[config.mk]
export PLATFORM = sky130hd
export DESIGN_NAME = pulse_tachometer_avg_flat
export DESIGN_NICKNAME = d
export VERILOG_FILES = /design/src/rtl/pta_pkg.sv /design/src/rtl/pta_tick_if.sv /design/src/rtl/pta_result_if.sv /design/src/rtl/pta_cfg_if.sv /design/src/rtl/pulse_tachometer_avg.sv /design/src/rtl/pta_queue.sv /design/src/rtl/pta_front.sv /design/src/rtl/pta_div.sv /design/src/rtl/pta_back.sv /design/src/flat_wrapper.sv
export SDC_FILE = /design/constraint.sdc
export NUM_CORES = 2
export LEC_CHECK = 0
export ABC_AREA = 1
export BUFFER_PORTS_ARGS = -buffer_cell sky130_fd_sc_hd__buf_2
export CAP_MARGIN = 20
export CORE_ASPECT_RATIO = 1.1
export CORE_UTILIZATION = 39
export DETAILED_ROUTE_END_ITERATION = 8
export GPL_ROUTABILITY_DRIVEN = 0
export PLACE_DENSITY = 0.53
export SLEW_MARGIN = 15
export SYNTH_ARGS = -nofsm -noshare
export SYNTH_HDL_FRONTEND = slang
export SYNTH_SLANG_ARGS = --single-unit
export TNS_END_PERCENT = 100
[constraint.sdc]
create_clock -name clk -period 19.1 [get_ports clk]
set_clock_uncertainty 0.15 [all_clocks]
set_input_delay 5.73 -clock clk [delete_from_list [all_inputs] [get_ports clk]]
set_output_delay 5.73 -clock clk [all_outputs]
set_load 0.02 [all_outputs]
[src/rtl/pta_pkg.sv]
`default_nettype none

package pta_pkg;

  localparam int ELAPSED_W = 26;
  localparam int MAG_W = 4;
  localparam int DEBOUNCE_W = 16;
  localparam int RPM_W = 18;
  localparam int DIV_W = 30;
  localparam int CFG_IDX_W = 8;
  localparam int CFG_DATA_W = 26;
  localparam int Q_DEPTH = 4;
  localparam int AVG_DEPTH_DEF = 20;

  localparam logic [ELAPSED_W-1:0] ELAPSED_MAX = 26'h3FF_FFFF;
  localparam logic [RPM_W-1:0] RPM_MAX = 18'h3_FFFF;
  localparam logic [DIV_W-1:0] RPM_NUMERATOR = 30'd960000000;

  localparam logic [CFG_IDX_W-1:0] REG_MAGNETS = 8'd0;
  localparam logic [CFG_IDX_W-1:0] REG_DEBOUNCE = 8'd1;
  localparam logic [CFG_IDX_W-1:0] REG_TIMEOUT = 8'd2;
  localparam logic [CFG_IDX_W-1:0] REG_THRESHOLD = 8'd3;

  localparam logic [MAG_W-1:0] MAGNETS_RST = 4'd1;
  localparam logic [DEBOUNCE_W-1:0] DEBOUNCE_RST = 16'd5000;
  localparam logic [ELAPSED_W-1:0] TIMEOUT_RST = 26'd1000000;
  localparam logic [RPM_W-1:0] THRESHOLD_RST = 18'd36800;

  typedef enum logic [1:0] {
    KIND_HOLD,
    KIND_TIMEOUT,
    KIND_EDGE
  } kind_t;

  typedef struct packed {
    kind_t                kind;
    logic [ELAPSED_W-1:0] interval;
  } qent_t;

  typedef struct packed {
    logic [MAG_W-1:0]      magnets;
    logic [DEBOUNCE_W-1:0] debounce;
    logic [ELAPSED_W-1:0]  timeout;
    logic [RPM_W-1:0]      threshold;
  } cfg_t;

  typedef enum logic [2:0] {
    ST_IDLE,
    ST_RPM_START,
    ST_RPM_WAIT,
    ST_AVG_START,
    ST_AVG_WAIT
  } back_state_t;

endpackage

`default_nettype wire

[src/rtl/pta_tick_if.sv]
`default_nettype none

interface pta_tick_if;
  logic valid;
  logic ready;
  logic hall_fall;

  modport source (output valid, output hall_fall, input ready);
  modport sink (input valid, input hall_fall, output ready);
endinterface

`default_nettype wire

[src/rtl/pta_result_if.sv]
`default_nettype none

interface pta_result_if;
  logic                         valid;
  logic                         ready;
  logic [pta_pkg::RPM_W-1:0]    rpm_avg;
  logic                         charge_on;
  logic                         fresh;

  modport source (output valid, output rpm_avg, output charge_on, output fresh, input ready);
  modport sink (input valid, input rpm_avg, input charge_on, input fresh, output ready);
endinterface

`default_nettype wire

[src/rtl/pta_cfg_if.sv]
`default_nettype none

interface pta_cfg_if;
  logic                             valid;
  logic                             ready;
  logic [pta_pkg::CFG_IDX_W-1:0]    index;
  logic [pta_pkg::CFG_DATA_W-1:0]   data;

  modport source (output valid, output index, output data, input ready);
  modport sink (input valid, input index, input data, output ready);
endinterface

`default_nettype wire

[src/rtl/pulse_tachometer_avg.sv]
// A tick without an accepted edge passes through the request queue and then the output register.
// A tick with an accepted edge makes one pass through the restoring divider for the rpm,
// then a registered reciprocal multiply for the ring average.
// Ticks are taken one per cycle while the four-entry request queue has room.
// Synchronous active-high reset restores the register defaults and clears the tick
// counter, the ring (through per-entry valid bits), the sum and the shown rpm.
`default_nettype none

module pulse_tachometer_avg #(
  parameter int AVG_DEPTH = pta_pkg::AVG_DEPTH_DEF
) (
  input  wire logic      clk,
  input  wire logic      rst,
  pta_tick_if.sink       tick,
  pta_result_if.source   result,
  pta_cfg_if.sink        cfg
);

  pta_pkg::cfg_t  cfg_regs;
  pta_pkg::qent_t push_data;
  pta_pkg::qent_t pop_data;
  logic           push;
  logic           pop;
  logic           q_full;
  logic           q_empty;

  assign cfg.ready = 1'b1;

  always_ff @(posedge clk) begin
    if (rst) begin
      cfg_regs.magnets <= pta_pkg::MAGNETS_RST;
      cfg_regs.debounce <= pta_pkg::DEBOUNCE_RST;
      cfg_regs.timeout <= pta_pkg::TIMEOUT_RST;
      cfg_regs.threshold <= pta_pkg::THRESHOLD_RST;
    end else if (cfg.valid) begin
      unique case (cfg.index)
        pta_pkg::REG_MAGNETS: cfg_regs.magnets <= cfg.data[pta_pkg::MAG_W-1:0];
        pta_pkg::REG_DEBOUNCE: cfg_regs.debounce <= cfg.data[pta_pkg::DEBOUNCE_W-1:0];
        pta_pkg::REG_TIMEOUT: cfg_regs.timeout <= cfg.data[pta_pkg::ELAPSED_W-1:0];
        pta_pkg::REG_THRESHOLD: cfg_regs.threshold <= cfg.data[pta_pkg::RPM_W-1:0];
        default: ;
      endcase
    end
  end

  pta_front u_front (
    .clk       (clk),
    .rst       (rst),
    .tick      (tick),
    .cfg_regs  (cfg_regs),
    .q_full    (q_full),
    .push      (push),
    .push_data (push_data)
  );

  pta_queue u_queue (
    .clk       (clk),
    .rst       (rst),
    .push      (push),
    .push_data (push_data),
    .full      (q_full),
    .pop       (pop),
    .pop_data  (pop_data),
    .empty     (q_empty)
  );

  pta_back #(
    .AVG_DEPTH (AVG_DEPTH)
  ) u_back (
    .clk      (clk),
    .rst      (rst),
    .cfg_regs (cfg_regs),
    .q_empty  (q_empty),
    .q_data   (pop_data),
    .q_pop    (pop),
    .result   (result)
  );

endmodule

`default_nettype wire

[src/rtl/pta_queue.sv]
`default_nettype none

module pta_queue (
  input  wire logic           clk,
  input  wire logic           rst,
  input  wire logic           push,
  input  pta_pkg::qent_t      push_data,
  output logic                full,
  input  wire logic           pop,
  output pta_pkg::qent_t      pop_data,
  output logic                empty
);

  localparam int PTR_W = $clog2(pta_pkg::Q_DEPTH);

  pta_pkg::qent_t   entries [pta_pkg::Q_DEPTH];
  logic [PTR_W-1:0] wr_ptr;
  logic [PTR_W-1:0] rd_ptr;
  logic [PTR_W:0]   count;

  assign full = (count == (PTR_W+1)'(pta_pkg::Q_DEPTH));
  assign empty = (count == '0);
  assign pop_data = entries[rd_ptr];

  always_ff @(posedge clk) begin
    if (rst) begin
      wr_ptr <= '0;
      rd_ptr <= '0;
      count <= '0;
    end else begin
      if (push) begin
        wr_ptr <= wr_ptr + 1'b1;
      end
      if (pop) begin
        rd_ptr <= rd_ptr + 1'b1;
      end
      if (push && !pop) begin
        count <= count + 1'b1;
      end else if (pop && !push) begin
        count <= count - 1'b1;
      end
    end
  end

  always_ff @(posedge clk) begin
    if (push) begin
      entries[wr_ptr] <= push_data;
    end
  end

  a_no_push_full: assert property (@(posedge clk) disable iff (rst) push |-> !full)
    else $error("request pushed into a full queue");
  a_no_pop_empty: assert property (@(posedge clk) disable iff (rst) pop |-> !empty)
    else $error("request popped from an empty queue");

endmodule

`default_nettype wire

[src/rtl/pta_front.sv]
`default_nettype none

module pta_front (
  input  wire logic        clk,
  input  wire logic        rst,
  pta_tick_if.sink         tick,
  input  pta_pkg::cfg_t    cfg_regs,
  input  wire logic        q_full,
  output logic             push,
  output pta_pkg::qent_t   push_data
);

  logic [pta_pkg::ELAPSED_W-1:0] elapsed;
  logic [pta_pkg::ELAPSED_W-1:0] elapsed_inc;
  logic                          edge_ok;

  assign tick.ready = !q_full;
  assign push = tick.valid && tick.ready;

  always_comb begin
    elapsed_inc = (elapsed == pta_pkg::ELAPSED_MAX) ? elapsed : elapsed + 1'b1;
    edge_ok = tick.hall_fall &&
              (elapsed_inc > {{(pta_pkg::ELAPSED_W-pta_pkg::DEBOUNCE_W){1'b0}},
                              cfg_regs.debounce});
    push_data.interval = elapsed_inc;
    if (edge_ok) begin
      push_data.kind = pta_pkg::KIND_EDGE;
    end else if (elapsed_inc > cfg_regs.timeout) begin
      push_data.kind = pta_pkg::KIND_TIMEOUT;
    end else begin
      push_data.kind = pta_pkg::KIND_HOLD;
    end
  end

  always_ff @(posedge clk) begin
    if (rst) begin
      elapsed <= '0;
    end else if (push) begin
      elapsed <= edge_ok ? '0 : elapsed_inc;
    end
  end

endmodule

`default_nettype wire

[src/rtl/pta_div.sv]
`default_nettype none

module pta_div (
  input  wire logic                       clk,
  input  wire logic                       rst,
  input  wire logic                       start,
  input  wire logic [pta_pkg::DIV_W-1:0]  dividend,
  input  wire logic [pta_pkg::DIV_W-1:0]  divisor,
  output logic                            busy,
  output logic [pta_pkg::DIV_W-1:0]       quot
);

  localparam int DW = pta_pkg::DIV_W;
  localparam int CNT_W = $clog2(DW + 1);

  logic [DW:0]      rem;
  logic [DW:0]      rem_sh;
  logic [DW:0]      diff;
  logic [DW-1:0]    quo;
  logic [DW-1:0]    dvs;
  logic [CNT_W-1:0] cnt;
  logic             running;

  assign busy = running;
  assign quot = quo;
  assign rem_sh = {rem[DW-1:0], quo[DW-1]};
  assign diff = rem_sh - {1'b0, dvs};

  always_ff @(posedge clk) begin
    if (rst) begin
      running <= 1'b0;
      cnt <= '0;
    end else if (start) begin
      running <= 1'b1;
      cnt <= CNT_W'(DW);
    end else if (running) begin
      cnt <= cnt - 1'b1;
      if (cnt == CNT_W'(1)) begin
        running <= 1'b0;
      end
    end
  end

  always_ff @(posedge clk) begin
    if (start) begin
      rem <= '0;
      quo <= dividend;
      dvs <= divisor;
    end else if (running) begin
      rem <= diff[DW] ? rem_sh : diff;
      quo <= {quo[DW-2:0], ~diff[DW]};
    end
  end

  a_start_busy: assert property (@(posedge clk) disable iff (rst) start |=> busy)
    else $error("divider did not start");

endmodule

`default_nettype wire

[src/rtl/pta_back.sv]
`default_nettype none

module pta_back #(
  parameter int AVG_DEPTH = pta_pkg::AVG_DEPTH_DEF
) (
  input  wire logic        clk,
  input  wire logic        rst,
  input  pta_pkg::cfg_t    cfg_regs,
  input  wire logic        q_empty,
  input  pta_pkg::qent_t   q_data,
  output logic             q_pop,
  pta_result_if.source     result
);

  localparam int POS_W = (AVG_DEPTH > 1) ? $clog2(AVG_DEPTH) : 1;
  localparam int SUM_W = pta_pkg::RPM_W + $clog2(AVG_DEPTH);
  localparam int DW = pta_pkg::DIV_W;
  localparam int RW = pta_pkg::RPM_W;
  localparam logic [POS_W-1:0] POS_LAST = POS_W'(AVG_DEPTH - 1);

  // The average is a multiply by the rounded-up reciprocal of the depth, exact for every sum.
  localparam int RECIP_K = SUM_W + $clog2(AVG_DEPTH);
  localparam int RECIP_W = SUM_W + 1;
  localparam int PROD_W = SUM_W + RECIP_W;
  localparam longint unsigned RECIP_M_L =
      ((64'd1 << RECIP_K) + 64'(AVG_DEPTH) - 64'd1) / 64'(AVG_DEPTH);
  localparam logic [RECIP_W-1:0] RECIP_M = RECIP_W'(RECIP_M_L);

  pta_pkg::back_state_t state;
  pta_pkg::back_state_t state_next;

  logic [RW-1:0]        ring_mem [AVG_DEPTH];
  logic [AVG_DEPTH-1:0] ring_vld;
  logic [POS_W-1:0]     ring_pos;
  logic [RW-1:0]        ring_rd;
  logic                 ring_rd_vld;
  logic [SUM_W-1:0]     sum;
  logic [SUM_W-1:0]     sum_next;
  logic [RW-1:0]        shown;
  logic [RW-1:0]        shown_next;
  logic [DW-1:0]        den;
  logic [DW-1:0]        den_prod;
  logic [pta_pkg::MAG_W-1:0] mag_eff;
  logic [RW-1:0]        rpm_sat;
  logic [RW-1:0]        old_rpm;
  logic [PROD_W-1:0]    avg_full;
  logic [RW-1:0]        avg_q;

  logic                 out_valid;
  logic                 out_free;
  logic [RW-1:0]        out_rpm;
  logic                 out_charge;
  logic                 out_fresh;

  logic                 div_start;
  logic                 div_busy;
  logic [DW-1:0]        div_a;
  logic [DW-1:0]        div_b;
  logic [DW-1:0]        div_quot;
  logic                 load_mul;
  logic                 load_avg;
  logic                 ring_we;
  logic                 load_out;

  pta_div u_div (
    .clk      (clk),
    .rst      (rst),
    .start    (div_start),
    .dividend (div_a),
    .divisor  (div_b),
    .busy     (div_busy),
    .quot     (div_quot)
  );

  assign result.valid = out_valid;
  assign result.rpm_avg = out_rpm;
  assign result.charge_on = out_charge;
  assign result.fresh = out_fresh;
  assign out_free = !out_valid || result.ready;

  assign mag_eff = (cfg_regs.magnets == '0) ? pta_pkg::MAG_W'(1) : cfg_regs.magnets;
  assign den_prod = {{(DW-pta_pkg::ELAPSED_W){1'b0}}, q_data.interval} *
                    {{(DW-pta_pkg::MAG_W){1'b0}}, mag_eff};
  assign rpm_sat = (|div_quot[DW-1:RW]) ? pta_pkg::RPM_MAX : div_quot[RW-1:0];
  assign old_rpm = ring_rd_vld ? ring_rd : '0;
  assign sum_next = sum - {{(SUM_W-RW){1'b0}}, old_rpm} + {{(SUM_W-RW){1'b0}}, rpm_sat};
  assign avg_full = {{RECIP_W{1'b0}}, sum} * {{SUM_W{1'b0}}, RECIP_M};

  always_comb begin
    state_next = state;
    unique case (state)
      pta_pkg::ST_IDLE: begin
        if (!q_empty && (q_data.kind == pta_pkg::KIND_EDGE)) begin
          state_next = pta_pkg::ST_RPM_START;
        end
      end
      pta_pkg::ST_RPM_START: state_next = pta_pkg::ST_RPM_WAIT;
      pta_pkg::ST_RPM_WAIT: begin
        if (!div_busy) begin
          state_next = pta_pkg::ST_AVG_START;
        end
      end
      pta_pkg::ST_AVG_START: state_next = pta_pkg::ST_AVG_WAIT;
      pta_pkg::ST_AVG_WAIT: begin
        if (out_free) begin
          state_next = pta_pkg::ST_IDLE;
        end
      end
      default: state_next = pta_pkg::ST_IDLE;
    endcase
  end

  always_comb begin
    q_pop = 1'b0;
    load_mul = 1'b0;
    load_avg = 1'b0;
    div_start = 1'b0;
    div_a = pta_pkg::RPM_NUMERATOR;
    div_b = den;
    ring_we = 1'b0;
    load_out = 1'b0;
    shown_next = shown;
    unique case (state)
      pta_pkg::ST_IDLE: begin
        if (!q_empty) begin
          if (q_data.kind == pta_pkg::KIND_EDGE) begin
            q_pop = 1'b1;
            load_mul = 1'b1;
          end else if (out_free) begin
            q_pop = 1'b1;
            load_out = 1'b1;
            if (q_data.kind == pta_pkg::KIND_TIMEOUT) begin
              shown_next = '0;
            end
          end
        end
      end
      pta_pkg::ST_RPM_START: div_start = 1'b1;
      pta_pkg::ST_RPM_WAIT: ring_we = !div_busy;
      pta_pkg::ST_AVG_START: load_avg = 1'b1;
      pta_pkg::ST_AVG_WAIT: begin
        shown_next = avg_q;
        load_out = out_free;
      end
      default: ;
    endcase
  end

  always_ff @(posedge clk) begin
    if (rst) begin
      state <= pta_pkg::ST_IDLE;
      ring_vld <= '0;
      ring_pos <= '0;
      sum <= '0;
      shown <= '0;
      out_valid <= 1'b0;
    end else begin
      state <= state_next;
      if (ring_we) begin
        ring_vld[ring_pos] <= 1'b1;
        ring_pos <= (ring_pos == POS_LAST) ? '0 : ring_pos + 1'b1;
        sum <= sum_next;
      end
      if (load_out) begin
        shown <= shown_next;
        out_valid <= 1'b1;
      end else if (result.ready) begin
        out_valid <= 1'b0;
      end
    end
  end

  always_ff @(posedge clk) begin
    ring_rd <= ring_mem[ring_pos];
    ring_rd_vld <= ring_vld[ring_pos];
    if (ring_we) begin
      ring_mem[ring_pos] <= rpm_sat;
    end
    if (load_mul) begin
      den <= den_prod;
    end
    if (load_avg) begin
      avg_q <= avg_full[RECIP_K +: RW];
    end
    if (load_out) begin
      out_rpm <= shown_next;
      out_charge <= (shown_next > cfg_regs.threshold);
      out_fresh <= (state == pta_pkg::ST_AVG_WAIT);
    end
  end

  a_start_idle_div: assert property (@(posedge clk) disable iff (rst) div_start |-> !div_busy)
    else $error("divider restarted while busy");
  a_out_matches_shown: assert property (@(posedge clk) disable iff (rst)
      result.valid |-> (result.rpm_avg == shown))
    else $error("presented rpm differs from shown rpm");

endmodule

`default_nettype wire
[src/flat_wrapper.sv]
// flat-port wrapper written by rule: the top's interface ports become plain ports
module pulse_tachometer_avg_flat 
#(
  parameter int AVG_DEPTH = pta_pkg::AVG_DEPTH_DEF
)
  (clk, rst, tick_valid, tick_hall_fall, tick_ready, result_valid, result_rpm_avg, result_charge_on, result_fresh, result_ready, cfg_valid, cfg_index, cfg_data, cfg_ready);
  pta_tick_if tick_i ();
  pta_result_if result_i ();
  pta_cfg_if cfg_i ();
  input  wire logic clk;
  input  wire logic rst;
  input wire logic [$bits(tick_i.valid)-1:0] tick_valid;
  input wire logic [$bits(tick_i.hall_fall)-1:0] tick_hall_fall;
  output wire logic [$bits(tick_i.ready)-1:0] tick_ready;
  output wire logic [$bits(result_i.valid)-1:0] result_valid;
  output wire logic [$bits(result_i.rpm_avg)-1:0] result_rpm_avg;
  output wire logic [$bits(result_i.charge_on)-1:0] result_charge_on;
  output wire logic [$bits(result_i.fresh)-1:0] result_fresh;
  input wire logic [$bits(result_i.ready)-1:0] result_ready;
  input wire logic [$bits(cfg_i.valid)-1:0] cfg_valid;
  input wire logic [$bits(cfg_i.index)-1:0] cfg_index;
  input wire logic [$bits(cfg_i.data)-1:0] cfg_data;
  output wire logic [$bits(cfg_i.ready)-1:0] cfg_ready;
  assign tick_i.valid = tick_valid;
  assign tick_i.hall_fall = tick_hall_fall;
  assign tick_ready = tick_i.ready;
  assign result_valid = result_i.valid;
  assign result_rpm_avg = result_i.rpm_avg;
  assign result_charge_on = result_i.charge_on;
  assign result_fresh = result_i.fresh;
  assign result_i.ready = result_ready;
  assign cfg_i.valid = cfg_valid;
  assign cfg_i.index = cfg_index;
  assign cfg_i.data = cfg_data;
  assign cfg_ready = cfg_i.ready;
  pulse_tachometer_avg #(.AVG_DEPTH(AVG_DEPTH)) u_core (.clk(clk), .rst(rst), .tick(tick_i), .result(result_i), .cfg(cfg_i));
endmodule
Yosys cells after proc, flatten, opt, wreduce, memory -nomap -nowiden --
Memories as Yosys holds them, arrays and structs flattened. A register that Yosys moved wholly into a read port is not among the register bits. Index checks and enable logic that the tools add are counted.
Operators by class: add/sub/neg operators 10, multiply operators 2, magnitude comparators 5, equality and inequality tests 16, muxes and demuxes 50, bitwise gates (word level) 2, reduce and logical (&&, ||, !) cells 27
Operators by type and width (count):
- 2-to-1 mux 18 bit | 6
- 2-to-1 mux 26 bit | 2
- multiplier 23 x 24 -> 46 bit, second input constant | 1
- case mux 18 bit (2 select lines) | 1
- subtractor 31 x 30 -> 31 bit | 1
- multiplier 26 x 4 -> 30 bit | 1
- 2-to-1 mux 30 bit | 1
- adder 26 x 1 -> 26 bit, second input constant | 1
- equality test 26 bit, second input constant | 1
- > comparator 26 x 16 -> 1 bit | 1
- > comparator 26 bit | 1
- 2-to-1 mux 1 bit | 24
- adder 23 x 18 -> 23 bit | 1
- subtractor 23 x 18 -> 23 bit | 1
- bitwise OR 20 bit | 1
- > comparator 18 bit | 1
- equality test 8 x 2 -> 1 bit, second input constant | 2
- 2-to-1 mux 3 bit | 5
- 2-to-1 mux 5 bit | 3
- case mux 3 bit (5 select lines) | 1
- OR reduction 12 bit | 1
- equality test 8 x 1 -> 1 bit, second input constant | 1
- zero test 8 bit | 1
- AND reduction 2 bit | 4
- 29 further kinds | 49
Storage, ports and cells: flip-flop bits (word level) 332, bits in writable memories 472, input port bits 40, output and inout port bits 23, word-level logic and storage cells 140, memories kept 2
Memory list:
- u_core.u_back.ring_mem | words 20, bits a word 18, rd ports 1, clocked after Yosys merged registers in 1, write ports 1, line pta_back.sv:32 | logic [RW-1:0] ring_mem [AVG_DEPTH];
- u_core.u_queue.entries | words 4, bits a word 28, rd ports 1, clocked after Yosys merged registers in 1, write ports 1, line pta_queue.sv:16 | pta_pkg::qent_t entries [pta_pkg::Q_DEPTH];

Logic depth before layout (Yosys ltp) --
word-level depth 9, gate-level depth with buffers 29, depth with buffers taken out 29

Modules after synthesis --
From an unflattened synthesis, not the netlist that was laid out.
Unflattened totals: cell total of the unflattened synthesis 5977, area, all modules 51486.9 um^2
Modules (own cells, without submodules):
- pta_back | instances 1, cells each 3802, area an instance 34364.2 um^2, sequential area each 14634.0 um^2
- pta_div | instances 1, cells each 947, area an instance 6379.9 um^2, sequential area each 2522.4 um^2
- pta_queue | instances 1, cells each 329, area an instance 4598.2 um^2, sequential area each 3543.4 um^2
- pta_front | instances 1, cells each 523, area an instance 3316.9 um^2, sequential area each 520.5 um^2
- pulse_tachometer_avg | instances 1, cells each 376, area an instance 2827.7 um^2, sequential area each 1281.2 um^2

Worst setup path after synthesis --
OpenSTA, ideal clock, no wires.
path type input to register, start point input port result_ready, end point register u_core.u_back.out_charge, in the netlist u_core.u_back.result.charge_on, data pin, setup time 250 ps, arrival 7478 ps, data required time 18700 ps, slack 11222 ps, cell stages on the path 15, buffers on the path 1, cell sequence nor2_1 > inv_1 > nand2_1 > nor3_1 > nand2_1 > buf_2 > nand3_1 > and2_1 > inv_1 > ha_1 > a21oi_1 > o21ai_0 > a21oi_1 > a32o_1 > inv_1
On the way: word-level cells in the longest chain between the ends 6
Ends and longest elaborated chain:
- start, declared | line flat_wrapper.sv:19 | input wire logic [$bits(result_i.ready)-1:0] result_ready;
- logical OR 1 bit | line pta_back.sv:79 | assign out_free = !out_valid || result.ready;
- 2-to-1 mux 18 bit | line pta_back.sv:129 | end else if (out_free) begin
- 2-to-1 mux 18 bit | line pta_back.sv:126 | if (q_data.kind == pta_pkg::KIND_EDGE) begin
- 2-to-1 mux 18 bit | line pta_back.sv:125 | if (!q_empty) begin
- case mux 18 bit (2 select lines) | line pta_back.sv:123 | unique case (state)
- named net u_core.u_back.shown_next[13] | line pta_back.sv:40 | logic [RW-1:0] shown_next;
- > comparator 18 bit | line pta_back.sv:187 | out_charge <= (shown_next > cfg_regs.threshold);
- end signal, assigned | line pta_back.sv:187
- end, declared | line pta_back.sv:52 | logic out_charge;
The timed path passes the listed nets, and every way through them passes these cells. A chain may end at the register's enable or synchronous reset.

Worst setup path after layout --
Ends and elaborated chain as after synthesis.

==> summary.md <==
| Metric | Value |
|---|---|
| Non-filler cells, final | 6,964 |
| Area share of the leading cell type in the synthesized netlist | between 30 and 40% |
| Ys async rst share | 0% |
| ANT nets after route | 0 |
| Placed inst area | 0.0505 mm² |
| Main area contributors after synthesis | edfxtp_1 35%, dfxtp_1 11%, ha_1 9.2% |
| Vias in the first global route | 34,906 |
| EDFF count, synth | 570 |
| Crit path DAT | 8.37 ns |
| Remaining DRCs | 0 |
| Most numerous cell in the Yosys netlist | nand2_1 |
| Worst-path clk slew | about 0.060 ns |
| Worst Path Buf+Inv | 4 |
| DR iter-0 viols | 1,844 |
| Drt pass-1 iters | 7 |
| Clock buffer depth | 3 |
| Via density per instance | 5.02 |
| Fin area | roughly 0.053 mm² |
| CP endpoint kind | register |
| Layout cells sized above 1 | 7.14% |
| Peak supply drop | between 200 and 250 µV |
| Cell area power density | 169 mW/mm² |
| Hold_buf cts | 0 |
| CTS tree | done |
| Setup crit start kind | primary input |
| Port Buffers | roughly 60 |
| Crit Path Class | in2reg |
| First-pass GRT wire length | 196,000 µm |
| Effective utilization at floorplan | 39.3% |
| Root Driver | clkbuf_16 |
| Mapped Cells | 5,220 |
| Yosys reg bits | 824 |
| Min Hold Slack | 0.266 ns |
| CP most frequent cell | nand2_1 |
| DR WL/cell | 17.8 µm |
| H-Tree Level Count | 3 |
| CTS buffer count | 88 |
| Sequential area share after synthesis | 45.9% |
| Synth cell types | 59 |
| Resized Gates After CTS | 0 |
| Mean area per synthesized cell | 9.26 µm² |
| Fmax | between 100 and 150 MHz |
| Vias | between 30,000 and 40,000 |
| Die height | around 370 µm |
| Top post-synthesis cells by count | 908 x nand2_1, 766 x inv_1, 570 x edfxtp_1 |
| Relative slew slack | 27.0% |
| Area delta synth->final | 10.5% |
| Die area | between 0.1 and 0.15 mm² |
| Final TNS setup | 0 ns |
| Outcome | finished, final reports clean |
| Critical Path RT | 19.41 ns |
| Total gr overflow | 0 |
| Tcrit/Tclk final | 42.2% |
| Placed cell count | between 6,000 and 7,000 |
| Tightest Hold Check Type | reg2reg |
| Critical-path cell list | buf_2 -> nor2_1 -> inv_1 -> nand2_1 -> nor3_1 -> nand2_1 -> nand3_1 -> and2_1 -> inv_1 -> ha_1 -> a21oi_1 -> o21ai_0 -> nand2_1 -> o211ai_1 -> nand2_1 -> a32o_1 -> inv_1 |
| Mapped Nets | 5,828 |
| Antenna violations before repair | 1 |
| Fillers | between 10,000 and 15,000 |
| Worst path slowest cell | nand2_1 |
| Post CTS Setup Buffer Count | 0 |
| HPWL Detailed | ~87,000 µm |
| Setup-failing EPs final | 0 |
| Die width | between 300 and 400 µm |
| Fin. Hold Viols | 0 |
| Row Count | 135 |
| Largest net degree at the start of global routing | 104 |
| Final Slew Violations | 0 |
| Pre-CTS worst setup slack | 10.27 ns |
| CP max FO | 18 |
| Final WS setup | around 11 ns |
| I/O pin cnt | 63 |
| Core Area | 0.123 mm² |
| Worst-Margin Slew | 1.09 ns |
| Nets@finish | 5,853 |
| Ys flop type | edfxtp_1 |
| Synthesized area | 0.0483 mm² |
| CP max stage delay | 0.56 ns |
| WL final | 124,000 µm |
| Gr usage total | 20.0% |
| Final min period | 8.07 ns |
| Max cap viols | 0 |
| Area leader, netlist | edfxtp_1 |
| YS warnings | 0 |
| CP delay by family, top | simple AND/OR/NAND/NOR gates |
| Worst-Skew Late Latency | 0.68 ns |
| Leak | 0.0221 µW |
| RSZ-0062 raised after global routing | no |
| Clock sink count | 824 |
[report_power, final]
part | leakage, µW | internal [µW] | total (µW) | switching [µW]
clock network | 0.00138 | 958 | 1700 | 743
logic | 0.0146 | 1730 | 4990 | 3250
registers | 0.00619 | 2180 | 2340 | 163
[worst register-to-register path: cells and delay by family, from the launching register on]
family	cells	cell delay (ns)
AND/OR/NAND/NOR	4	0.46
adder cells (fa/ha/maj)	8	3.86
XOR/XNOR	1	0.20
buffers and inverters	9	0.65
AO/OA/AOI/OAI	2	0.65
flip-flops	1	0.51
[final cells by class]
| type | count | area (µm²) | share of cell area (%) |
|---|---|---|---|
| tap | 1644 | 2060 | 3.85 |
| sequential | 824 | 22200 | 41.6 |
| timing repair buffer | 111 | 696 | 1.30 |
| clock buffer | 122 | 2390 | 4.48 |
| inverter | 782 | 2940 | 5.50 |
| multi-input combinational | 3438 | 22600 | 42.3 |
| clock inverter | 42 | 514 | 0.963 |
| antenna | 1 | 2.50 | 0.00469 |
[sequential cells by signal, summed over array words and instances (netlist names), 2 cells and up, named ones only]
| signal | cells |
|---|---|
| u_core.u_queue.entries | 112 |
| u_core.u_back.avg_q | 18 |
| u_core.u_back.result.rpm_avg | 18 |
| u_core.cfg_regs | 64 |
| u_core.u_back.u_div.cnt | 5 |
| u_core.u_back.sum | 23 |
| u_core.u_queue.wr_ptr | 2 |
| u_core.u_back.ring_mem | 360 |
| u_core.u_back.u_div.dvs | 30 |
| u_core.u_back.ring_vld | 20 |
| u_core.u_queue.count | 3 |
| u_core.u_back.state | 3 |
| u_core.u_back.shown | 18 |
| u_core.u_back.den | 30 |
| u_core.u_back.ring_pos | 5 |
| u_core.u_queue.rd_ptr | 2 |
| u_core.u_front.elapsed | 26 |
| u_core.u_back.u_div.rem | 30 |
| u_core.u_back.u_div.quot | 30 |
| u_core.u_back.ring_rd | 18 |
[per-layer routing]
| layer | track usage (%) | vias to the layer above | routed length [µm] |
|---|---|---|---|
| met5 | 0 | - | 0 |
| li1 | - | 17366 | - |
| met4 | 6.10 | 0 | 3420 |
| met3 | 2.31 | 177 | 5180 |
| met1 | 25.6 | 16686 | 54100 |
| met2 | 35.1 | 701 | 61400 |
[stage by stage]
stage / utilization [%] / power, µW
after floorplan: - / 6050
final: 43.4 / 9030
after global placement: 41.0 / 7410
after detailed placement: 41.0 / 7400
after CTS: 43.4 / 9170
after global routing: 43.4 / 9930
[cells in the final DEF (no fill, tap or decap), types with 7 or more instances in the layout]
master     Yosys  routed
clkbuf_16      0      88
xnor2_1       34      34
o22ai_1       84      83
nand2_2       33      34
buf_2          7      60
edfxtp_1     570     570
nor2_1       527     499
clkinv_2       0       8
inv_2         10      12
or2_2         17      17
nor2_4         3       7
o211ai_1      40      40
clkinv_1       6      19
fa_1         211     211
a21oi_2       20      20
o21ai_0      410     410
nand4_1       22      22
and2_1        21      21
buf_4          2      50
o21a_1         7       7
a21oi_1      292     292
nand3b_1       7       7
ha_1         357     357
a221oi_1      18      18
a31oi_1       16      15
nand2_1      908     907
dfxtp_1      254     250
nor2_2         9      33
nand3_1      206     206
nor4_1        10      10
inv_1        766     762
a21boi_0      10      10
clkbuf_1     155      28
xor2_1        55      55
a21o_1        20      20
nor3_1        29      28
o21bai_1      32      32
[cell families after synthesis]
| family | Yosys count | share of synthesized area [%] |
|---|---|---|
| AOI/OAI and AO/OA | 974 | 11.4 |
| xor gates and xnor gates | 89 | 1.61 |
| adders and majority gates | 568 | 18.0 |
| buffers and inverters | 958 | 7.58 |
| DFF | 824 | 45.9 |
| other | 1 | 0.00776 |
| and+or+nand+nor | 1806 | 15.5 |
[worst paths after layout]
kind                                                        start                                       end  slack [ns]  depth (start not counted)
worst max register to register  u_core.u_back.sum[6]$_SDFFE_PP0P_          u_core.u_back.avg_q[7]$_DFFE_PP_       12.38                         24
worst min-delay path              u_core.u_back.den[18]$_DFFE_PP_     u_core.u_back.u_div.dvs[18]$_DFFE_PP_        0.27                          0
worst min register to register    u_core.u_back.den[18]$_DFFE_PP_     u_core.u_back.u_div.dvs[18]$_DFFE_PP_        0.27                          0
worst max-delay path                                 result_ready  u_core.u_back.result.charge_on$_DFFE_PP_       11.03                         17
(Power assumes the default switching activity.)
